--- config.mk ---
export PLATFORM = sky130hd
export DESIGN_NAME = aabb_cc_front
export DESIGN_NICKNAME = d
export VERILOG_FILES = /design/src/rtl/core/aabb_cc_pkg.sv /design/src/rtl/core/aabb_cc_front.sv
export SDC_FILE = /design/constraint.sdc
export NUM_CORES = 2
export LEC_CHECK = 0
export ABC_AREA = 1
export BUFFER_PORTS_ARGS = -buffer_cell sky130_fd_sc_hd__clkbuf_2
export CAP_MARGIN = 20
export CELL_PAD_IN_SITES_DETAIL_PLACEMENT = 0
export CELL_PAD_IN_SITES_GLOBAL_PLACEMENT = 1
export CORE_MARGIN = 8
export CORE_UTILIZATION = 44
export DETAILED_ROUTE_END_ITERATION = 16
export PLACE_DENSITY = 0.9
export SYNTH_ARGS = -nofsm -noshare
export SYNTH_HDL_FRONTEND = slang
export SYNTH_SLANG_ARGS = --single-unit
--- constraint.sdc ---
create_clock -name clk -period 16.48 [get_ports clk]
set_clock_uncertainty 0.2 [all_clocks]
set_input_delay 3.296 -clock clk [delete_from_list [all_inputs] [get_ports clk]]
set_output_delay 3.296 -clock clk [all_outputs]
set_load 0.02 [all_outputs]
--- src/rtl/core/aabb_cc_pkg.sv ---
package aabb_cc_pkg;

	localparam int COORD_W = 32;
	localparam int RAD_W   = COORD_W - 1;
	localparam int SQ_W    = 2 * COORD_W;
	localparam int RSQ_W   = 2 * RAD_W;
	localparam int DSQ_W   = SQ_W + 2;
	localparam int IDX_W   = 3;

	localparam logic [1:0] OP_POINT  = 2'd0;
	localparam logic [1:0] OP_BOX    = 2'd1;
	localparam logic [1:0] OP_SPHERE = 2'd2;

	localparam logic [1:0] RES_DISJOINT  = 2'd0;
	localparam logic [1:0] RES_CONTAINED = 2'd1;
	localparam logic [1:0] RES_INTERSECT = 2'd2;

	localparam logic [IDX_W-1:0] REG_BOX_MIN_X = 3'd0;
	localparam logic [IDX_W-1:0] REG_BOX_MIN_Y = 3'd1;
	localparam logic [IDX_W-1:0] REG_BOX_MIN_Z = 3'd2;
	localparam logic [IDX_W-1:0] REG_BOX_MAX_X = 3'd3;
	localparam logic [IDX_W-1:0] REG_BOX_MAX_Y = 3'd4;
	localparam logic [IDX_W-1:0] REG_BOX_MAX_Z = 3'd5;

	typedef struct packed {
		logic [1:0]                 operation;
		logic signed [COORD_W-1:0]  qa_x;
		logic signed [COORD_W-1:0]  qa_y;
		logic signed [COORD_W-1:0]  qa_z;
		logic signed [COORD_W-1:0]  qb_x;
		logic signed [COORD_W-1:0]  qb_y;
		logic signed [COORD_W-1:0]  qb_z;
		logic [RAD_W-1:0]           radius;
	} query_t;

	typedef struct packed {
		logic [1:0] containment;
		logic       overlaps;
	} result_t;

	typedef struct packed {
		logic signed [COORD_W-1:0] min_x;
		logic signed [COORD_W-1:0] min_y;
		logic signed [COORD_W-1:0] min_z;
		logic signed [COORD_W-1:0] max_x;
		logic signed [COORD_W-1:0] max_y;
		logic signed [COORD_W-1:0] max_z;
	} box_t;

	// per-query decisions that ride along the pipeline
	typedef struct packed {
		logic [1:0] op;
		logic       point_dis;
		logic       box_dis;
		logic       box_in;
		logic       sph_in;
	} flags_t;

endpackage

--- src/rtl/core/aabb_cc_front.sv ---
module aabb_cc_front (
	input  logic                                    clk,
	input  logic                                    arst_n,
	input  logic                                    query_valid,
	output logic                                    query_ready,
	input  aabb_cc_pkg::query_t                     query,
	input  aabb_cc_pkg::box_t                       box,
	output logic                                    v_s2,
	input  logic                                    nxt_ready,
	output aabb_cc_pkg::flags_t                     flags_s2,
	output logic signed [aabb_cc_pkg::COORD_W-1:0]  pnt_s2 [3],
	output logic signed [aabb_cc_pkg::COORD_W-1:0]  ctr_s2 [3],
	output logic [aabb_cc_pkg::RAD_W-1:0]           rad_s2
);
	import aabb_cc_pkg::*;

	localparam int EW = COORD_W + 2;

	query_t q_s1;
	logic   v_s1;
	logic   ready_s1;
	logic   ready_s2;

	logic signed [COORD_W-1:0] mn [3];
	logic signed [COORD_W-1:0] mx [3];
	logic signed [COORD_W-1:0] qa [3];
	logic signed [COORD_W-1:0] qb [3];
	logic signed [COORD_W-1:0] hi_c [3];
	logic signed [COORD_W-1:0] pnt [3];
	logic signed [EW-1:0]      rad_e;
	logic [2:0] pt_out, bx_sep, bx_in, sp_in;
	flags_t flags;

	assign ready_s2    = !v_s2 || nxt_ready;
	assign ready_s1    = !v_s1 || ready_s2;
	assign query_ready = ready_s1;

	always_ff @(posedge clk or negedge arst_n) begin
		if (!arst_n) begin
			v_s1 <= 1'b0;
		end else if (ready_s1) begin
			v_s1 <= query_valid;
		end
	end

	always_ff @(posedge clk) begin
		if (ready_s1 && query_valid) begin
			q_s1 <= query;
		end
	end

	always_comb begin
		mn[0] = box.min_x;  mn[1] = box.min_y;  mn[2] = box.min_z;
		mx[0] = box.max_x;  mx[1] = box.max_y;  mx[2] = box.max_z;
		qa[0] = q_s1.qa_x;  qa[1] = q_s1.qa_y;  qa[2] = q_s1.qa_z;
		qb[0] = q_s1.qb_x;  qb[1] = q_s1.qb_y;  qb[2] = q_s1.qb_z;
		rad_e = $signed({3'b000, q_s1.radius});
		for (int i = 0; i < 3; i++) begin
			hi_c[i]   = (qa[i] > mx[i]) ? mx[i] : qa[i];
			pnt[i]    = (hi_c[i] < mn[i]) ? mn[i] : hi_c[i];
			pt_out[i] = (qa[i] > mx[i]) || (qa[i] < mn[i]);
			bx_sep[i] = (mx[i] < qa[i]) || (mn[i] > qb[i]);
			bx_in[i]  = (mn[i] <= qa[i]) && (mx[i] >= qb[i]);
			sp_in[i]  = ((EW'(qa[i]) + rad_e) <= EW'(mx[i]))
				&& ((EW'(qa[i]) - rad_e) >= EW'(mn[i]));
		end
		flags.op        = q_s1.operation;
		flags.point_dis = |pt_out;
		flags.box_dis   = |bx_sep;
		flags.box_in    = &bx_in;
		flags.sph_in    = &sp_in;
	end

	always_ff @(posedge clk or negedge arst_n) begin
		if (!arst_n) begin
			v_s2 <= 1'b0;
		end else if (ready_s2) begin
			v_s2 <= v_s1;
		end
	end

	always_ff @(posedge clk) begin
		if (ready_s2 && v_s1) begin
			flags_s2 <= flags;
			pnt_s2   <= pnt;
			ctr_s2   <= qa;
			rad_s2   <= q_s1.radius;
		end
	end

endmodule

# Word level (Yosys, flattened, before mapping)

Cells that the tools add are included.

Memory bits (writable): 0
Output and inout bits: 231
Memories kept: 0
Register bits: 456
Bits in read-only memories: 0
Logic and storage cells: 83
Latch bits: 0

Magnitude comparators: 27
Divide/modulo/power cells: 0
Shift operators: 0
Multiplexer cells: 6
Equal/unequal tests: 0
Reduce and logical (&&, ||, !) cells: 22
Bitwise operators: 0
$mul: 0
Add/subtract/negate cells: 6

Operator list:

| operator                                                       | number |
|---|---|
| 32-bit < comparator                                            | 9 |
| 32-bit > comparator                                            | 6 |
| 32-bit 2-to-1 mux                                              | 6 |
| 32-bit by 32-bit adder with 33-bit output                      | 3 |
| 33-bit by 32-bit greater-or-equal comparator with 1-bit output | 3 |
| 33-bit by 32-bit less-or-equal comparator with 1-bit output    | 3 |
| 32-bit by 32-bit subtractor with 33-bit output                 | 3 |
| 32-bit greater-or-equal comparator                             | 3 |
| 32-bit less-or-equal comparator                                | 3 |
| 1-bit logical AND                                              | 8 |
| 1-bit logical OR                                               | 8 |
| 3-bit AND reduction                                            | 2 |
| 3-bit OR reduction                                             | 2 |
| 1-bit logical NOT                                              | 2 |

# Logic depth before layout (Yosys ltp)

Depth in word-level cells: 4
Depth in mapped cells: 33
Mapped depth without buffers: 31

# Least setup slack after synthesis

OpenSTA, ideal clock, no wires.

Kind: input -> register
Start: input nxt_ready
End: register ctr_s2[0] (netlist name) (enable)
Path buffers: 0
Library setup time: 0.895 ns
Path slack: 1.080 ns
Arrival time: 14.304 ns
Stages on the path: 2
Data required time: 15.385 ns
Path through: inv_1 a21oi_1

Cells in the longest elaborated chain, start to end: 2

RTL lines:

| item                   | RTL line            | RTL |
|---|---|---|
| start: declaration     | aabb_cc_front.sv:9  | `input logic nxt_ready,` |
| 1-bit logical OR       | aabb_cc_front.sv:34 | `assign ready_s2 = !v_s2 \|\| nxt_ready;` |
| 1-bit logical AND      | aabb_cc_front.sv:83 | `if (ready_s2 && v_s1) begin` |
| end signal: assignment | aabb_cc_front.sv:86 | `ctr_s2 <= qa;` |
| end: declaration       | aabb_cc_front.sv:12 | `output logic signed [aabb_cc_pkg::COORD_W-1:0] ctr_s2 [3],` |

No other way between the ends.
A chain may end at the register's enable or synchronous reset.

==> impl_metrics.toml <==
[cts]
clock-sinks = 456
cts_tree = "yes"
worstSkewPairLatency_ps = 670
htree_levels = 2
cts-root-buf = "clkbuf_16"
postCtsHoldBufs = 0
clockBufferDepth = 3
postCtsSetupRepairBufs = 0
post_cts_resized = 0
cts_buffers = 54
path_clk_slew_ps = 60

[yosys]
yosysWarnings = 0
synth_area_leaders = "edfxtp_1 32%, ha_1 25%, inv_1 7.0%"
synth_fa_ha_area_share_pct = 25.63
ys_seq_area_share_pct = 32.31
synth_xor_area_share_pct = 3.826
synth_seq_cells = 456
netlist_instances = 4951
yosysTopAreaCell = "edfxtp_1"
synth_top_area_share_pct = 32.19
synth_compound_area_share_pct = 13.59
synthSimpleGateAreaFrac_pct = 15.97
synth_most_common_cell = "ha_1"
synthMuxAreaShare_pct = 0
ys.flop_type = "edfxtp_1"
synth.avg_cell_area_um2 = 8.553
syn_area_um2 = 42350
synth_top_family_by_area = "adder cells"
synth_edf_count = 454
synth_cell_types = 69
synthArstFlopShare_pct = 0.4386
ys_top_cells_by_count = "858 x ha_1, 791 x inv_1, 778 x nand2_1"
synth_fp_nets = 6236

[floorplanning]
floorplan.initialDensity_pct = 44.51
die_h_um = 326.2
num_rows = 113
die_w_um = 326.2
coreArea_um2 = 95150
ios = 652
die_area_um2 = 106400

[timing]
rsz0062_at_grt = "no"
fin_crit_sh_pct = 45.64
drv_slew = 0
slew_headroom_pct = 35.30
holdWs_ps = 218.1
max_freq_mhz = 133.0
setup-tns-final_ps = 0
hold_viol_final = 0
tightestPinTransition_ps = 970.5
setup_violations = 0
min_period_ps = 7522

[place]
place_inst = 6770
dp_hpwl_um = 128200
placed_area_um2 = 46700
gp_congestion = 0.9718
io_buffers = 651

[status]
status = "completed"

[power]
p_leak_uw = 0.02452
powerDensity_nw_per_um2 = 96.31
power.total_uw = 4678
irDropWorstVdd_mv = 0.1202

[cells_and_area]
layoutNonFillerInstCount = 6878
fin_nets = 6847
area_delta_synth_final_pct = 14.70
drive_gt1_share_pct = 15.78
final_area_um2 = 48580

[critical_path]
critPathTopFamily = "simple AND/OR/NAND/NOR gates"
arrival_ps = 7830
reg2reg_depth = 26
crit_path_cell_trace = "clkbuf_2, ha_1, a21oi_1, nor2_1, nor3_1, nand2_1, nand2_1, nand2_1, nand2_2, nand2_2, nand2_4, nand2_4, o21ai_0, ha_1, a21oi_1, o21ai_0, nand2_1, o211ai_1, a221oi_1, nand3_4, nand2_8, nand2_1, nand2_1"
cp_slowest_cell = "a221oi_1"
r2r-start = "q_s1[9]"
max_stage_delay_ps = 620
crit_buf_inv = 1
start_kind = "input pin"
end_kind = "register"
required_ps = 16790
cp_common_cell = "nand2_1"
timing.rr.end = "flags_s2[0]"
crit_type = "in -> reg"
path_max_fanout = 64
r2r_slack_ps = 9850

[worst_hold_path]
hold_path.startpoint = "flags[4]"
min_to = "flags_s2[4]"
worstHoldPathCells = 0
hold_path_class = "reg -> reg"

[route]
dr.first_iter.drc_count = 3130
wirelength_um = 152500
vias_per_cell = 5.413
antenna_left = 0
vias = 37230
wl_per_cell_um = 22.17
route.detailed.drc = 0
firstDrtPassIters = 6

[global_route]
gr-usage-all-layers_pct = 27.37
grt_pass1_wl_um = 224100
overflow = 0
grt_antenna_before_repair = 11
grt_pass1_vias = 36940
grt_max_degree = 103

[job]
cap_violations = 0
-- stage by stage --
step	setup WS [ps]	util [%]
2_1_floorplan	1080	-
3_3_place_gp	8451	49.08
3_5_place_dp	8323	49.08
4_1_cts	9001	51.01
5_1_grt	8517	51.04
6_report	8958	51.05
-- flip-flops by register name, summed over array words and instances (netlist names) --
signal / flops
pnt_s2: 96
rad_s2: 31
ctr_s2: 96
q_s1: 223
v_s1: 1
flags_s2: 6
flags: 2
v_s2: 1
-- metal layers --
layer	vias up	part of all wire, %	GRT usage [%]
met4	2	2.8	7.910
met1	17300	42	34.60
met3	227	7.1	5.093
li1	18370	-	-
met2	1331	48	47.43
met5	-	0.0085	0
-- placed cells by master, fill, tap and decap left out, drive strengths merged, types with 3 or more instances in the layout --
cell type  instances
nor4              36
clkinvlp           4
o21bai            20
a31oi             23
xor2             179
diode              5
clkbuf           717
nor2             240
nand4             87
a31o               3
a211oi            25
o31ai             19
clkinv            21
a21o              10
o221ai            23
a221oi            12
inv              802
o221a              4
o2111ai            9
edfxtp           454
fa                 6
a21boi            19
ha               858
o21ai            255
a2111oi            3
o211ai            17
a41oi              3
a21oi            517
nand3            254
buf               23
xnor2              6
nand3b             3
nand2            840
bufinv             6
o21a              23
nor3              66
-- worst max-delay path by stage --
stage	from	end	slack [ps]	depth (start not counted)
finish	box[5]	pnt_s2[0]	8960	23
global route	box[37]	pnt_s2[49]	8520	23
CTS	box[5]	pnt_s2[0]	9000	23
detailed placement	box[5]	pnt_s2[0]	8320	23
global placement	box[5]	pnt_s2[31]	8450	23
floorplan	nxt_ready	ctr_s2[0]	1080	2
-- worst reg2reg max path: stages (launching register included) --
cell      delay, ps
edfxtp_1        790
inv_1           360
ha_1            550
inv_2           100
a21oi_1         130
nor2_1           50
a211oi_1        210
nand2_1          80
a21oi_1         360
o31ai_1         180
a21oi_1         270
inv_1            80
a21oi_1         290
inv_1            80
a21oi_1         170
xor2_1          110
ha_1            340
nand2_1          70
nor2_1           90
nand4_1         140
nor4_1          520
nand2_1          90
o211ai_1        330
xor2_1          180
a31o_2          120
nand3_1         270
nor3_1          280
-- power breakdown --
part	switching [uW]	total, uW	leakage (uW)	internal [uW]
Sequential	90.7	1550	0.00438	1450
Clock	526	1250	0.000896	723
Combinational	1240	1880	0.0192	639
Total	1860	4680	0.0245	2820
-- cell type report --
type                       instances  area [um2]
timing repair buffer             674        3451
inverter                         797        2999
clock inverter                    36       386.6
sequential                       456       13680
fill                            9136       46580
tap                             1265        1583
clock buffer                      66        1446
multi-input combinational       3579       25010
antenna                            5       12.51
-- cells by family after synthesis --
kind of cell,Yosys count
buf+inv,916
fa+ha+maj,864
xor+xnor,185
compound gates,996
flops,456
simple gates,1534
(Power assumes the default switching activity.)
