==> src/rtl/core/aabb_cc_pkg.sv <==
package aabb_cc_pkg;

	localparam int COORD_W = 32;
	localparam int RAD_W   = COORD_W - 1;
	localparam int SQ_W    = 2 * COORD_W;
	localparam int RSQ_W   = 2 * RAD_W;
	localparam int DSQ_W   = SQ_W + 2;
	localparam int IDX_W   = 3;

	localparam logic [1:0] OP_POINT  = 2'd0;
	localparam logic [1:0] OP_BOX    = 2'd1;
	localparam logic [1:0] OP_SPHERE = 2'd2;

	localparam logic [1:0] RES_DISJOINT  = 2'd0;
	localparam logic [1:0] RES_CONTAINED = 2'd1;
	localparam logic [1:0] RES_INTERSECT = 2'd2;

	localparam logic [IDX_W-1:0] REG_BOX_MIN_X = 3'd0;
	localparam logic [IDX_W-1:0] REG_BOX_MIN_Y = 3'd1;
	localparam logic [IDX_W-1:0] REG_BOX_MIN_Z = 3'd2;
	localparam logic [IDX_W-1:0] REG_BOX_MAX_X = 3'd3;
	localparam logic [IDX_W-1:0] REG_BOX_MAX_Y = 3'd4;
	localparam logic [IDX_W-1:0] REG_BOX_MAX_Z = 3'd5;

	typedef struct packed {
		logic [1:0]                 operation;
		logic signed [COORD_W-1:0]  qa_x;
		logic signed [COORD_W-1:0]  qa_y;
		logic signed [COORD_W-1:0]  qa_z;
		logic signed [COORD_W-1:0]  qb_x;
		logic signed [COORD_W-1:0]  qb_y;
		logic signed [COORD_W-1:0]  qb_z;
		logic [RAD_W-1:0]           radius;
	} query_t;

	typedef struct packed {
		logic [1:0] containment;
		logic       overlaps;
	} result_t;

	typedef struct packed {
		logic signed [COORD_W-1:0] min_x;
		logic signed [COORD_W-1:0] min_y;
		logic signed [COORD_W-1:0] min_z;
		logic signed [COORD_W-1:0] max_x;
		logic signed [COORD_W-1:0] max_y;
		logic signed [COORD_W-1:0] max_z;
	} box_t;

	// per-query decisions that ride along the pipeline
	typedef struct packed {
		logic [1:0] op;
		logic       point_dis;
		logic       box_dis;
		logic       box_in;
		logic       sph_in;
	} flags_t;

endpackage

==> src/rtl/core/aabb_cc_back.sv <==
module aabb_cc_back (
	input  logic                           clk,
	input  logic                           arst_n,
	input  logic                           v_s4,
	output logic                           ready_s5,
	input  aabb_cc_pkg::flags_t            flags_s4,
	input  logic [aabb_cc_pkg::SQ_W-1:0]   sq_s4 [3],
	input  logic [aabb_cc_pkg::RSQ_W-1:0]  rsq_s4,
	output logic                           result_valid,
	input  logic                           result_ready,
	output aabb_cc_pkg::result_t           result
);
	import aabb_cc_pkg::*;

	logic               v_s5;
	logic               ready_s6;
	flags_t             flags_s5;
	logic [DSQ_W-1:0]   dsq_s5;
	logic [RSQ_W-1:0]   rsq_s5;
	logic               far;
	logic [1:0]         res;

	assign ready_s6 = !result_valid || result_ready;
	assign ready_s5 = !v_s5 || ready_s6;

	assign far = dsq_s5 > DSQ_W'(rsq_s5);

	always_comb begin
		unique case (flags_s5.op)
			OP_POINT:  res = flags_s5.point_dis ? RES_DISJOINT : RES_CONTAINED;
			OP_BOX:    res = flags_s5.box_dis ? RES_DISJOINT
				: (flags_s5.box_in ? RES_CONTAINED : RES_INTERSECT);
			OP_SPHERE: res = far ? RES_DISJOINT
				: (flags_s5.sph_in ? RES_CONTAINED : RES_INTERSECT);
			default:   res = RES_DISJOINT;
		endcase
	end

	always_ff @(posedge clk or negedge arst_n) begin
		if (!arst_n) begin
			v_s5         <= 1'b0;
			result_valid <= 1'b0;
		end else begin
			if (ready_s5) begin
				v_s5 <= v_s4;
			end
			if (ready_s6) begin
				result_valid <= v_s5;
			end
		end
	end

	always_ff @(posedge clk) begin
		if (ready_s5 && v_s4) begin
			flags_s5 <= flags_s4;
			dsq_s5   <= DSQ_W'(sq_s4[0]) + DSQ_W'(sq_s4[1]) + DSQ_W'(sq_s4[2]);
			rsq_s5   <= rsq_s4;
		end
		if (ready_s6 && v_s5) begin
			result.containment <= res;
			result.overlaps    <= (res != RES_DISJOINT);
		end
	end

endmodule

==> config.mk <==
export PLATFORM = sky130hd
export DESIGN_NAME = aabb_cc_back
export DESIGN_NICKNAME = d
export VERILOG_FILES = /design/src/rtl/core/aabb_cc_pkg.sv /design/src/rtl/core/aabb_cc_back.sv
export SDC_FILE = /design/constraint.sdc
export NUM_CORES = 1
export LEC_CHECK = 0
export ABC_AREA = 1
export BUFFER_PORTS_ARGS = -buffer_cell sky130_fd_sc_hd__buf_2
export CAP_MARGIN = 20
export CORE_UTILIZATION = 50
export CTS_CLUSTER_DIAMETER = 100
export DETAILED_ROUTE_END_ITERATION = 10
export PLACE_DENSITY = 0.75
export RECOVER_POWER = 50
export SLEW_MARGIN = 20
export SYNTH_ARGS = -nofsm -noshare
export SYNTH_HDL_FRONTEND = slang
export SYNTH_SLANG_ARGS = --single-unit
==> constraint.sdc <==
create_clock -name clk -period 7.3 [get_ports clk]
set_input_delay 2.19 -clock clk [delete_from_list [all_inputs] [get_ports clk]]
set_output_delay 2.19 -clock clk [all_outputs]
set_load 0.01 [all_outputs]
# Word-level counts from Yosys, hierarchy flattened
# Index checks and enable logic that the tools add are counted.
[totals]
ff_bits = 139
inputBits = 264
out_inout_bits = 5
wordCells = 30
[classes]
add_sub_neg = 2
magnitude_cmp = 1
n_eq_ne = 2
muxes = 6
reduce_logical = 8
[ops]
columns = ["cell", "count"]
rows = [
  ["adder 65 x 64 -> 66 bit", 1],
  ["greater-than comparator 66 x 62 -> 1 bit", 1],
  ["adder 64 x 64 -> 65 bit", 1],
  ["2-to-1 mux 2 bit", 4],
  ["one-hot mux 2 bit (3 select lines)", 1],
  ["equality test 2 x 1 -> 1 bit, second input constant", 1],
  ["equality test 2 bit, second input constant", 1],
  ["logical AND 1 bit", 2],
  ["logical NOT 1 bit", 2],
  ["logical NOT 2 bit", 1],
  ["logical OR 1 bit", 2],
  ["nonzero test 2 bit", 1],
  ["2-to-1 mux 1 bit", 1],
]

# Depth between registers and ports, before layout
# Gate-level depths: netlist of the first run.
[depth]
word_depth = 4
depth_mapped = 18
mapped_depth_nobuf = 18

# Worst setup path after synthesis of the first run
# OpenSTA, ideal clock, no wires.
[synth_timing]
path_type = "input -> register"
start = "in result_ready"
end = "reg dsq_s5[0] (enable)"
setup_ns = 0.487
arrival_ns = 5.070
required_ns = 6.813
path_slack_ns = 1.743
cell_stages = 4
cell_sequence = "inv_1 -> nand3_1 -> nand2_1 -> inv_1"
[synth_between]
elab_chain_len = 3
[synth_lines]
columns = ["element", "line", "rtl"]
rows = [
  ["start, declared", "aabb_cc_back.sv:10", "input logic result_ready,"],
  ["logical OR 1 bit", "aabb_cc_back.sv:23", "assign ready_s6 = !result_valid || result_ready;"],
  ["logical OR 1 bit", "aabb_cc_back.sv:24", "assign ready_s5 = !v_s5 || ready_s6;"],
  ["via ready_s5", "aabb_cc_back.sv:5", "output logic ready_s5,"],
  ["logical AND 1 bit", "aabb_cc_back.sv:54", "if (ready_s5 && v_s4) begin"],
  ["end signal, assigned", "aabb_cc_back.sv:56", "dsq_s5 <= DSQ_W'(sq_s4[0]) + DSQ_W'(sq_s4[1]) + DSQ_W'(sq_s4[2]);"],
  ["end, declared", "aabb_cc_back.sv:18", "logic [DSQ_W-1:0] dsq_s5;"],
]
# The timed path passes the listed nets, and every way through them passes these cells.
# A chain may end at the register's enable or synchronous reset.

# Worst setup path after layout of the first run
[layout_timing]
start = "in result_ready"
end = "reg rsq_s5[58] (enable)"
[layout_between]
elab_chain_len = 3
[layout_lines]
columns = ["element", "line", "rtl"]
rows = [
  ["logical OR 1 bit", "aabb_cc_back.sv:23", ""],
  ["logical OR 1 bit", "aabb_cc_back.sv:24", ""],
  ["logical AND 1 bit", "aabb_cc_back.sv:54", ""],
  ["end signal, assigned", "aabb_cc_back.sv:57", "rsq_s5 <= rsq_s4;"],
  ["end, declared", "aabb_cc_back.sv:19", "logic [RSQ_W-1:0] rsq_s5;"],
]
# Every way passes these cells.

==> run metrics, run 1 <==
crit-path cells buf_2, inv_1, nand3_1, nand2_1, clkinvlp_2, clkbuf_1; setup ws final 2.17 ns; effective utilization at floorplan approximately 51%; DRC viols 0; vias after detailed routing 10800; data required time of the worst path around 7.2 ns; htree depth 4; post-route ant nets 0; Final Util 61.0%; diode count 0; nets 2151; HPWL after detailed placement 31100 um; first-pass GRT wire length 54700 um; CTS tree yes; wire per inst 17.8 um; hold crit path type register to register; CP max FO 40; largest net degree at the start of global routing 62; Die Height 157 um; Clock Skew 0.0105 ns; Cell Pwr Density 243 nW/um^2; post-CTS setup buffer count 0; grt ovf 0; final wirelength 36100 um; dpl ws 2.03 ns; Post-Syn Instances 1408; critical path class input port to register; I/O pins 269; clock slew seen by the registers of the worst setup and hold paths 0.06 ns; CP Data Arrival Time 5.00 ns; Final Setup Violations 0; count leader, synth nand2_1; layout cells sized above 1 20.9%; Critical Path Start Type input port; Layout area overhead 19.5%; CP max stage cell clkinvlp_2; Max Freq 195 MHz; initial antenna violation count 0; ranking of synthesized cells by area edfxtp_1 34%, ha_1 13%, fa_1 11%; syn nets approximately 1900; asr flop ratio synth 1.44%; Rows 56; Post-Syn Area 12000 um^2; area share of the largest cell type after synthesis 34.3%; max-slew violations 77; shortest period the worst path allows 5.13 ns; Max-Cap Viols 2; Hold-fix buffers, CTS 0; die area approximately 25000 um^2; Cells after DPL 1997; Synth area leader edfxtp_1; Critical Path End Type register; count of state elements after synthesis 139; worst slew pin tran approximately 2.1 ns; Core ar. 23500 um^2; sequential cell area 4160 um^2; sequential area share after synthesis between 30% and 40%; CTS root buffer clkbuf_16; status complete, but fails checks; port buffer count 268; first drt pass iteration count 5; Detailed Route Iter0 Violations 810; CP bufs+invs 4; Filler cells 2123; number of global-route vias before repair roughly 10000; CTS max path bufs 2; fin area 14300 um^2; GR Util All Layers between 30 and 40%; Worst VDD drop between 0.1 and 0.15 mV; Resize count post-CTS 0; Die X approximately 160 um; failing checks max-capacitance violations, max-slew violations; synth warn 0; Placer Congestion 1.01; Setup Total Neg Slack 0 ns; CP top delay family buffers and inverters; Layout Cells excl Fill between 2000 and 2500; DR vias/cell around 5.3; relative slew slack -40.0%; final period utilization 70.3%; largest stage delay on the critical path 1.24 ns; Clock Latency Late Sink 0.44 ns; WHS 0.490 ns; Most used DFF post-synth edfxtp_1; multi-input logic area between 6000 and 7000 um^2; Post-synth EDFFs 137; CTS Sinks 139; Hold Fails Final Rpt 0; Avg Inst Size Synth 8.51 um^2; DP Area 13700 um^2; Power Total 3.47 mW; RSZ-0062 raised after global routing no; CTS buffer count 17; P_leak 6.67 nW; Unique masters post-synth 39; top cells by count, synth 300 x nand2_1, 194 x inv_1, 149 x nor2_1, 137 x edfxtp_1, 134 x a21oi_1
-- area by class of cell --
type	count	area share (%)
clock buffers	19	3.02
inverters	227	5.96
multi-input cells	1042	48.6
well taps	319	2.79
repair buffers	270	9.37
clock inverters	13	1.17
flip-flops and latches	139	29.1
-- metal layers --
metal  track usage [%]  vias up  part of all wire [%]
met5              1.45        -                  0.12
met4              7.84        2                   2.0
met3              4.38       52                   7.5
met2              49.4      448                    46
met1              41.8     5013                    45
li1                  -     5255                     -
-- flip-flops by register name, summed over array words and instances, names as in the netlist --
name,cells
dsq_s5,66
flags_s5,6
result,3
result_valid,1
rsq_s5,62
v_s5,1
-- worst reg2reg max path: stages, from the launching register on --
cell and delay (ns):
dfrtp_1 0.41, nand3_1 0.13, nand2_1 0.09, clkinvlp_2 0.97
clkbuf_1 1.59
-- layout by cell type (no fill, tap or decap), types with 4 or more instances in the layout --
cell type and count:
nand2_1 301, buf_2 259, inv_1 193, nor2_1 149, edfxtp_1 137, a21oi_1 134, ha_1 125, fa_1 65
o21ai_0 58, nand3_1 58, xor2_1 38, inv_2 33, clkbuf_16 17, o21ai_1 15, nor2_2 14, nand4_1 14
clkbuf_1 12, a21o_1 11, a31oi_1 8, o21bai_1 8, xnor2_1 6, nand3b_1 4
-- worst paths after layout --
check / to / cells after the start / startpoint / slack (ns)
worst max-delay path: rsq_s5[58] / 6 / result_ready / 2.17
min in group asynchronous: result_valid / 1 / arst_n / 1.53
worst min register to register: result_valid / 2 / v_s5 / 0.49
worst min-delay path: result_valid / 2 / v_s5 / 0.49
max in group asynchronous: v_s5 / 1 / arst_n / 5.65
worst max register to register: rsq_s5[58] / 4 / result_valid / 3.67
-- cell families (layout without fill, tap and decap cells) --
group                    Yosys count  in the layout  synth area share, %
AND/OR/NAND/NOR                  561            561                 19.7
adder cells (fa/ha/maj)          190            190                 23.9
AO/OA/AOI/OAI                    247            247                 11.3
buffers and inverters            227            529                 7.11
flip-flops                       139            139                 34.8
XOR/XNOR                          44             44                 3.22
-- where the power goes --
group	total (mW)	switching (mW)	internal [mW]
clock	0.898	0.357	0.541
combinational	1.46	0.970	0.490
sequential	1.12	0.0491	1.07
total	3.47	1.38	2.10
Note: power is estimated with default switching activity, not from simulation.
==> run 2: changes to the inputs <==
==> constraint.sdc (replaced) <==
create_clock -name clk -period 4.9 [get_ports clk]
set_input_delay 1.47 -clock clk [delete_from_list [all_inputs] [get_ports clk]]
set_output_delay 1.47 -clock clk [all_outputs]
set_load 0.01 [all_outputs]
==> run metrics, run 2 (synthesis results as in run 1) <==
port buffer count 268 (unchanged); P_leak 6.65 nW (-0.25%); first drt pass iteration count 6 (+1); most frequent CP cell nand2_1; max reg flops 66 (unchanged); Final Util 60.9% (-0.12 points); largest stage delay on the critical path 0.54 ns (-0.70 ns); Power Total 5.11 mW (+47%); critical path class input port to register; switching pwr 2.04 mW (+49%); initial antenna violation count 0 (unchanged); most frequent cells in the layout 300 x nand2_1, 259 x buf_2, 193 x inv_1; number of global-route vias before repair 10500 (+0.85%); Max Freq 241 MHz; RSZ-0062 raised after global routing no; CTS tree yes; CTS buffer count 17 (unchanged); WHS 0.495 ns (+0.00460 ns); relative slew slack -6.61% (+33 points); failing checks max-capacitance violations, max-slew violations; first-pass GRT wire length 54500 um (-0.32%); Detailed Route Iter0 Violations 705 (-13%); Layout area overhead 19.3%; nets 2150 (-0.046%); CTS max path bufs 2 (unchanged); Critical Path End Type register; Placer Congestion 1.01 (+0.81%); commonest non-fill, non-tap cell in the layout nand2_1; post-CTS setup buffer count 0 (unchanged); shortest period the worst path allows 4.15 ns; CTS root buffer clkbuf_16; effective utilization at floorplan 51.0% (unchanged); data required time of the worst path 5.05 ns (-2.11 ns); Resize count post-CTS 0 (unchanged); hold crit path type register to register; clock power share 25.0% (-0.8 points); Hold-fix buffers, CTS 0 (unchanged); wire per inst 18.0 um (+0.95%); status complete, but fails checks; Biggest register dsq_s5; DR vias/cell 5.34 (+0.63%); final period utilization 84.7%; CP max FO 4 (-90%); Setup Total Neg Slack 0 ns (unchanged); Worst VDD drop 0.230 mV (+55%); Clock Latency Late Sink 0.42 ns (-0.02 ns); grt ovf 0 (unchanged); Worst Setup SP sq_s4[1]; CP max stage cell fa_1; Cell Pwr Density 358 nW/um^2 (+48%); Cell Int Power 3.07 mW (+46%); Top Registers dsq_s5 x66, rsq_s5 x62, flags_s5 x6; post-route ant nets 0 (unchanged); Clock Skew 0.00857 ns (-0.00190 ns); Seq pwr share 32.6% (+0.5 points); Rows 56 (unchanged); vias after detailed routing 10800 (+0.58%); Critical Path Sink dsq_s5[39]; clock slew seen by the registers of the worst setup and hold paths 0.06 ns (about the same); htree depth 4 (unchanged); Final Setup Violations 0 (unchanged); Comb pwr share 42.3% (+0.3 points); DRC viols 0 (unchanged); die area 24600 um^2 (unchanged); Die X 157 um (unchanged); switching share of total power 40.0% (+0.34 points); diode count 0 (unchanged); Hold Fails Final Rpt 0 (unchanged); CP Data Arrival Time 4.30 ns (-0.70 ns); Reg2Reg Depth 4 (unchanged); Max-Cap Viols 1 (-1); I/O pins 269 (unchanged); reg2reg setup slack 1.74 ns (-1.93 ns); max-slew violations 115 (+49%); worst slew pin tran 1.60 ns (-0.501 ns); crit-path cells clkbuf_1, fa_1, ha_1, inv_1, fa_1, nand3b_1, nand2_1, nand2_1, nand2_1, nand3_1, nand2_1, nand2_1, o211ai_2, nand2_1, nand3_1, nand2_1; layout cells sized above 1 21.1% (+0.13 points); Core ar. 23500 um^2 (unchanged); CTS Sinks 139 (unchanged); Critical Path Start Type input port; Hold Path Depth 2 (unchanged); final wirelength 36400 um (+0.90%); largest net degree at the start of global routing 115 (+85%); RR Startpoint result_valid; GR Util All Layers 30.3% (+0.033 points); Die Height 157 um (unchanged); reg-to-reg critical path endpoint dsq_s5[25]; HPWL after detailed placement 31200 um (+0.58%)
run 2: area by class of cell:
cell class / count / area (um^2)
fill: 2115 / 9180
multi-input combinational: 1042 / 6960
sequential: 139 / 4160
timing repair buffer: 269 / 1340
inverter: 227 / 853
clock buffer: 18 / 429
tap: 319 / 399
clock inverter: 14 / 145
run 2: metrics by stage:
| step | instances | setup WS [ns] | area (um^2) |
|---|---|---|---|
| after floorplan | 1408 | 0.0627 | 12000 |
| final | 2028 | 0.750 | 14300 |
| after CTS | 2028 | 0.808 | 14300 |
| after detailed placement | 1996 | 0.385 | 13700 |
| after global placement | 1996 | 0.340 | 13700 |
| after global routing | 2028 | 0.651 | 14300 |
run 2: metal layers:
layer	share of wire, %	wire length (um)	vias to the layer above	GRT usage (%)
li1	-	-	5261	-
met1	44	16200	5044	41.3
met2	46	16700	468	49.0
met3	6.9	2510	59	4.29
met4	2.8	1040	0	10.5
met5	0	0	-	0
run 2: worst max-delay path: cells and delay by family:
kind / cells / cell delay [ns]
simple gates: 10 / 1.39
fa+ha+maj: 3 / 1.11
compound gates: 1 / 0.17
buf+inv: 2 / 0.16
run 2: worst min-delay path by stage:
stage / end / slack, ns / startpoint
floorplan: result_valid / 0.45 / v_s5
global placement: result_valid / 0.46 / v_s5
detailed placement: result_valid / 0.48 / v_s5
CTS: result_valid / 0.50 / v_s5
global route: result_valid / 0.55 / v_s5
finish: result_valid / 0.49 / v_s5
run 2: power groups by stage:
stage               sequential [mW]  combinational, mW  clock [mW]
CTS                            1.67               2.14        1.28
detailed placement             1.69               2.12           0
global placement               1.68               2.09           0
global route                   1.68               2.40        1.33
finish                         1.67               2.17        1.28
floorplan                      1.66               1.36           0
